File: src/design/rasst_pkg.sv
// Shared widths, frame phase codes and controller/datapath handshake structs.
package rasst_pkg;

    localparam int POS_W    = 11;
    localparam int VAL_IN_W = 16;
    localparam int SUM_W    = 26;

    // Progress of one stack frame
    localparam logic [1:0] PH_ENTER = 2'd0;
    localparam logic [1:0] PH_LEFT  = 2'd1;
    localparam logic [1:0] PH_RIGHT = 2'd2;
    localparam logic [1:0] PH_JOIN  = 2'd3;

    typedef struct packed {
        logic clr_start;
        logic clr_step;
        logic load;
        logic push_root;
        logic pop;
        logic adv_phase;
        logic push_left;
        logic push_right;
        logic rd_top;
        logic rd_l;
        logic rd_r;
        logic wr_set;
        logic wr_pd_l;
        logic wr_pd_r;
        logic wr_pd_n;
        logic latch_tmp;
        logic wr_sum;
        logic acc_add;
        logic fin;
    } t_cmd;

    typedef struct packed {
        logic       clr_done;
        logic       trivial;
        logic       stk_empty;
        logic [1:0] phase;
        logic       skip;
        logic       full;
        logic       is_query;
        logic       pend;
        logic       go_left;
        logic       go_right;
        logic       has_right;
        logic       out_free;
    } t_sts;

endpackage

File: src/design/rasst_ctrl.sv
// Sequencer for clearing, tree walk and result hand-off.
module rasst_ctrl (
    input  logic               i_clk,
    input  logic               i_rst_n,
    input  logic               i_in_valid,
    input  logic               i_cfg_valid,
    input  rasst_pkg::t_sts    i_sts,
    output logic               o_in_ready,
    output rasst_pkg::t_cmd    o_cmd
);

    localparam logic [3:0] S_CLEAR = 4'd0;
    localparam logic [3:0] S_IDLE  = 4'd1;
    localparam logic [3:0] S_START = 4'd2;
    localparam logic [3:0] S_VISIT = 4'd3;
    localparam logic [3:0] S_PD    = 4'd4;
    localparam logic [3:0] S_PD2   = 4'd5;
    localparam logic [3:0] S_PD3   = 4'd6;
    localparam logic [3:0] S_QADD  = 4'd7;
    localparam logic [3:0] S_SUM1  = 4'd8;
    localparam logic [3:0] S_SUM2  = 4'd9;
    localparam logic [3:0] S_FIN   = 4'd10;

    logic [3:0] r_state;
    logic [3:0] n_state;

    assign o_in_ready = (r_state == S_IDLE) && !i_cfg_valid;

    always_comb begin
        o_cmd   = '0;
        n_state = r_state;
        if (i_cfg_valid) begin
            o_cmd.clr_start = 1'b1;
            n_state         = S_CLEAR;
        end else begin
            unique case (r_state)
                S_CLEAR: begin
                    o_cmd.clr_step = 1'b1;
                    if (i_sts.clr_done) n_state = S_IDLE;
                end
                S_IDLE: begin
                    if (i_in_valid) begin
                        o_cmd.load = 1'b1;
                        n_state    = S_START;
                    end
                end
                S_START: begin
                    if (i_sts.trivial) begin
                        n_state = S_FIN;
                    end else begin
                        o_cmd.push_root = 1'b1;
                        n_state         = S_VISIT;
                    end
                end
                S_VISIT: begin
                    if (i_sts.stk_empty) begin
                        n_state = S_FIN;
                    end else begin
                        unique case (i_sts.phase)
                            rasst_pkg::PH_ENTER: begin
                                if (i_sts.skip) begin
                                    o_cmd.pop = 1'b1;
                                end else if (i_sts.full && !i_sts.is_query) begin
                                    o_cmd.wr_set = 1'b1;
                                    o_cmd.pop    = 1'b1;
                                end else if (i_sts.full) begin
                                    o_cmd.rd_top = 1'b1;
                                    n_state      = S_QADD;
                                end else begin
                                    o_cmd.rd_top = 1'b1;
                                    n_state      = S_PD;
                                end
                            end
                            rasst_pkg::PH_LEFT: begin
                                o_cmd.adv_phase = 1'b1;
                                o_cmd.push_left = i_sts.go_left;
                            end
                            rasst_pkg::PH_RIGHT: begin
                                o_cmd.adv_phase  = 1'b1;
                                o_cmd.push_right = i_sts.go_right;
                            end
                            rasst_pkg::PH_JOIN: begin
                                if (!i_sts.is_query && i_sts.has_right) begin
                                    o_cmd.rd_l = 1'b1;
                                    n_state    = S_SUM1;
                                end else begin
                                    o_cmd.pop = 1'b1;
                                end
                            end
                            default: o_cmd.pop = 1'b1;
                        endcase
                    end
                end
                S_PD: begin
                    if (i_sts.pend) begin
                        o_cmd.wr_pd_l = 1'b1;
                        n_state       = S_PD2;
                    end else begin
                        o_cmd.adv_phase = 1'b1;
                        n_state         = S_VISIT;
                    end
                end
                S_PD2: begin
                    o_cmd.wr_pd_r = 1'b1;
                    n_state       = S_PD3;
                end
                S_PD3: begin
                    o_cmd.wr_pd_n   = 1'b1;
                    o_cmd.adv_phase = 1'b1;
                    n_state         = S_VISIT;
                end
                S_QADD: begin
                    o_cmd.acc_add = 1'b1;
                    o_cmd.pop     = 1'b1;
                    n_state       = S_VISIT;
                end
                S_SUM1: begin
                    o_cmd.latch_tmp = 1'b1;
                    o_cmd.rd_r      = 1'b1;
                    n_state         = S_SUM2;
                end
                S_SUM2: begin
                    o_cmd.wr_sum = 1'b1;
                    o_cmd.pop    = 1'b1;
                    n_state      = S_VISIT;
                end
                S_FIN: begin
                    if (i_sts.out_free) begin
                        o_cmd.fin = 1'b1;
                        n_state   = S_IDLE;
                    end
                end
                default: n_state = S_CLEAR;
            endcase
        end
    end

    always_ff @(posedge i_clk) begin
        if (!i_rst_n) begin
            r_state <= S_CLEAR;
        end else begin
            r_state <= n_state;
        end
    end

endmodule

File: config.mk
export PLATFORM = sky130hd
export DESIGN_NAME = rasst_ctrl
export DESIGN_NICKNAME = d
export VERILOG_FILES = /design/src/design/rasst_pkg.sv /design/src/design/rasst_ctrl.sv
export SDC_FILE = /design/constraint.sdc
export NUM_CORES = 1
export LEC_CHECK = 0
export BUFFER_PORTS_ARGS = -buffer_cell sky130_fd_sc_hd__buf_4
export CORE_UTILIZATION = 47
export DETAILED_ROUTE_END_ITERATION = 16
export GPL_TIMING_DRIVEN = 0
export MAX_ROUTING_LAYER = met4
export PLACE_DENSITY = 0.84
export SLEW_MARGIN = 30
export SYNTH_ARGS = -nofsm -noshare
export SYNTH_HDL_FRONTEND = slang
export SYNTH_SLANG_ARGS = --single-unit
File: constraint.sdc
create_clock -name i_clk -period 3.52 [get_ports i_clk]
set_input_delay 0.352 -clock i_clk [delete_from_list [all_inputs] [get_ports i_clk]]
set_output_delay 0.352 -clock i_clk [all_outputs]
set_load 0.03 [all_outputs]
# ---- Word level (Yosys, flattened, before mapping)
# Index checks and enable logic that the tools add are counted.
dict set report totals {
  register_bits 4
  input_bits 17
  output_inout_bits 20
  elab_cells 83
}
dict set report classes {
  eq_ne 20
  mux 49
  bitwise_logic 1
  n_reduce_logical 12
}
# operator count
set op_table {}
lappend op_table {{$mux 4} 9}
lappend op_table {{$pmux 4 s9} 1}
lappend op_table {{$mux 1} 31}
lappend op_table {{$mux 18} 1}
lappend op_table {{$eq 4x3->1 const B} 4}
lappend op_table {{$eq 4x4->1 const B} 3}
lappend op_table {{$ne 4x4->1 const B} 3}
lappend op_table {{$eq 4x2->1 const B} 2}
lappend op_table {{$pmux 4 s2} 1}
lappend op_table {{$reduce_and 7->1} 1}
lappend op_table {{$mux 6} 1}
lappend op_table {{$ne 2x2->1 const B} 3}
lappend op_table {{$reduce_or 2->1} 3}
lappend op_table {{$eq 2x2->1 const B} 2}
lappend op_table {{$eq 4x1->1 const B} 1}
lappend op_table {{$logic_not 4->1} 1}
lappend op_table {{$ne 4x2->1 const B} 1}
lappend op_table {{$pmux 1 s2} 2}
lappend op_table {{$logic_and 1x1->1} 3}
lappend op_table {{$mux 3} 1}
lappend op_table {{$pmux 1 s3} 1}
lappend op_table {{$reduce_or 3->1} 1}
lappend op_table {{$eq 2x1->1 const B} 1}
lappend op_table {{$logic_not 1->1} 2}
lappend op_table {{3 further kinds} 3}

# ---- Depth between registers and ports, before layout
dict set report logic_depth {
  ltp_word 8
  ltp_mapped 6
}

# ---- Worst setup path before layout
# OpenSTA, ideal clock, no wires.
dict set report synth_path {
  path_type {reg-to-output}
  startpoint {reg r_state[2]}
  endpoint {out o_cmd[8] (netlist name)}
  arrival_ns 2.033
  slack_ns 1.135
  path_stages_with_launch 5
  n_path_buf 2
  path_cell_list {dfxtp_1 -> clkbuf_1 -> or3_1 -> nor3b_1 -> buf_4}
}
# element line_no
set synth_lines {}
lappend synth_lines {{start: declaration} rasst_ctrl.sv:24} ;# logic [3:0] r_state;
lappend synth_lines {{start signal: assignment} rasst_ctrl.sv:142} ;# r_state <= n_state;
lappend synth_lines {{end: declaration} rasst_ctrl.sv:9} ;# output rasst_pkg::t_cmd o_cmd

==> impl_metrics.json <==
{
  "run_status": "finished, final reports clean",
  "hp-class": "in -> reg",
  "port_buffers": 36,
  "synth_top_family_by_area": "simple AND/OR/NAND/NOR gates",
  "critPathMaxStageDelay_ns": 0.41,
  "cts.repair.resized": 0,
  "drtIter0Drc": 16,
  "ys_top_cells_by_area": "dfxtp_1, nand3b_1, ha_1, nor2_1, nor3b_1",
  "yosys-top-cells-count": "nor2_1, nand3b_1, inv_1, nand2_1",
  "place_inst": 144,
  "cp_max_fo": 10,
  "synth_edf_count": 0,
  "rrSetupSlack_ns": 1.85,
  "postSynthAreaPerCell_um2": 7.373,
  "cts_buffers": 3,
  "cts_root_buffer": "clkbuf_4",
  "tightest_slew_ns": 0.4638,
  "wirelength_um": 1991,
  "ys_ff_latch": 4,
  "reg2reg_depth": 6,
  "p_per_area_nw_per_um2": 187.5,
  "drc": 0,
  "crit_buf_inv": 2,
  "fp.coreArea_um2": 1334,
  "start_kind": "flop",
  "async_reset_ff_share_pct": 0,
  "initial_utilization_pct": 51.41,
  "die_w_um": 40.20,
  "synth_compound_area_share_pct": 21.90,
  "antenna_found_initial": 0,
  "reg_top3": "r_state x4",
  "final_area_um2": 997.2,
  "regMostFlops": "r_state",
  "post_drt_wl_per_cell_um": 13.54,
  "synth-main-ff-cell": "dfxtp_1",
  "finalSetupViolCount": 0,
  "finalCriticalPeriod_ns": 2.388,
  "synth_top_area_cell": "dfxtp_1",
  "fin_util_pct": 74.77,
  "num_rows": 13,
  "pin_count": 37,
  "cp.depth": 6,
  "clkTransAtPathRegs_ns": 0.04,
  "synthSimpleGateAreaFrac_pct": 48.72,
  "h-tree-depth": 1,
  "clkLatencyLatePin_ns": 0.24,
  "tns_ns": 0,
  "drive_gt1_share_pct": 38.64,
  "slew-limit-headroom_pct": 68.82,
  "synthMuxAreaShare_pct": 1.460,
  "slowest_stage": "nor4_2",
  "finalHoldViolCount": 0,
  "postCtsSetupRepairBufs": 0,
  "path_cells": "buf_2 > nand2b_1 > nor4_2 > nand3b_1 > nor3b_1 > buf_4",
  "rr_endpoint": "r_state[0]",
  "yosysWarnings": 0,
  "synth_top_area_share_pct": 11.68,
  "grt_pass1_wl_um": 2815,
  "clock-sinks": 4,
  "stdcell_count": 147,
  "cts_tree": "yes",
  "place_area_um2": 974.7,
  "via_per_inst": 5.524,
  "drt_pass1_iterations": 4,
  "die_area_um2": 1616,
  "syn_inst": 93,
  "grt_max_degree": 11,
  "rsz0062_at_grt": "no",
  "area_growth_pct": 45.44,
  "max-vdd-ir-drop_uv": 234.5,
  "nets": 155,
  "skew_ns": 0.01015,
  "cap_violations": 0,
  "r2r-start": "r_state[3]",
  "syn_nets": 114,
  "dr_total_vias": 812,
  "grt_pass1_vias": 671,
  "clockBufferDepth": 2,
  "worstSetupStartpoint": "r_state[1]",
  "worstSetupPathType": "reg -> out",
  "place_ws_ns": 1.419,
  "maxSlewViolCount": 0,
  "grt_overflow": 0,
  "grtUsageTotal_pct": 27.03,
  "gp_congestion": 0.9202,
  "critical_path.top_delay_family": "simple AND/OR/NAND/NOR gates",
  "die_h_um": 40.20,
  "synthXorXnorAreaFrac_pct": 0,
  "cp.required_ns": 3.17,
  "dp_hpwl_um": 1530,
  "cts_hold_buf": 0,
  "ys_seq_area_share_pct": 11.68,
  "synthAdderAreaFrac_pct": 7.299,
  "min_from": "i_rst_n",
  "largest_reg_flops": 4,
  "fmax_mhz": 418.7,
  "p_leak_uw": 0.0004633,
  "synth_area_um2": 685.7,
  "worst_slack_ns": 1.132,
  "cp_data_arrival_time_ns": 2.04,
  "diodes": 0,
  "ant_nets": 0,
  "synth.most_common_cell": "nor2_1",
  "endpoint": "o_cmd[7]",
  "cp-end-kind": "output port",
  "post-route-period-util_pct": 67.85,
  "yosysUniqueCellTypes": 38
}
## worst register-to-register path, delay by kind of cell, from the launching register on
kind,cells,cell delay [ns]
buffers and inverters,1,0.13
and+or+nand+nor,2,0.57
AOI/OAI and AO/OA,3,0.56
DFF,1,0.31
## layout by cell type (no fill, tap or decap), types with 4 or more instances in the layout
cell,n
buf_4,38
nand2b_1,4
nand3b_1,7
nor2b_1,4
nor2_1,11
a21oi_1,4
inv_1,5
o21ai_0,4
dfxtp_1,4
nand2_1,5
ha_1,4
nor3b_1,4
## kinds of logic after synthesis
logic type / count (synthesis)
simple gates: 53
compound gates: 19
mux: 1
fa+ha+maj: 4
flops: 4
buf+inv: 12
## worst min path at each step
stage,end,slack (ns),cells past startpoint
4_1_cts,r_state[3],0.41,3
6_report,r_state[3],0.42,3
5_1_grt,r_state[3],0.42,3
2_1_floorplan,r_state[3],0.51,2
3_3_place_gp,r_state[3],0.65,3
3_5_place_dp,r_state[0],0.66,2
## per-stage QoR
stage               hold WS (ns)  power [µW]
floorplan                 0.5144       96.62
global placement          0.6523       126.7
detailed placement        0.6629       127.7
CTS                       0.4100       190.4
global route              0.4215       197.3
finish                    0.4200       186.9
## report_power, final
| part | total (µW) | internal, µW | switching, µW |
|---|---|---|---|
| clock network | 59.3 | 38.3 | 21.0 |
| registers | 49.1 | 47.2 | 1.85 |
| logic | 78.6 | 36.5 | 42.1 |
| total | 187 | 122 | 65.0 |
## layer usage
metal,track usage (%),vias up,part of all wire (%)
met3,1.667,2,4.6
met4,12.50,0,0.80
li1,-,415,-
met2,41.13,27,45
met5,-,-,0
met1,36.30,368,50
## area by class of cell
type,instances,area [µm²]
Multi-Input combinational cell,77,544.3
Fill cell,110,336.6
Timing Repair Buffer,36,270.3
Sequential cell,4,80.08
Buffer,7,42.54
Clock buffer,3,22.52
Inverter,5,18.77
Tap cell,15,18.77
Power figures use the tool's default switching activity.
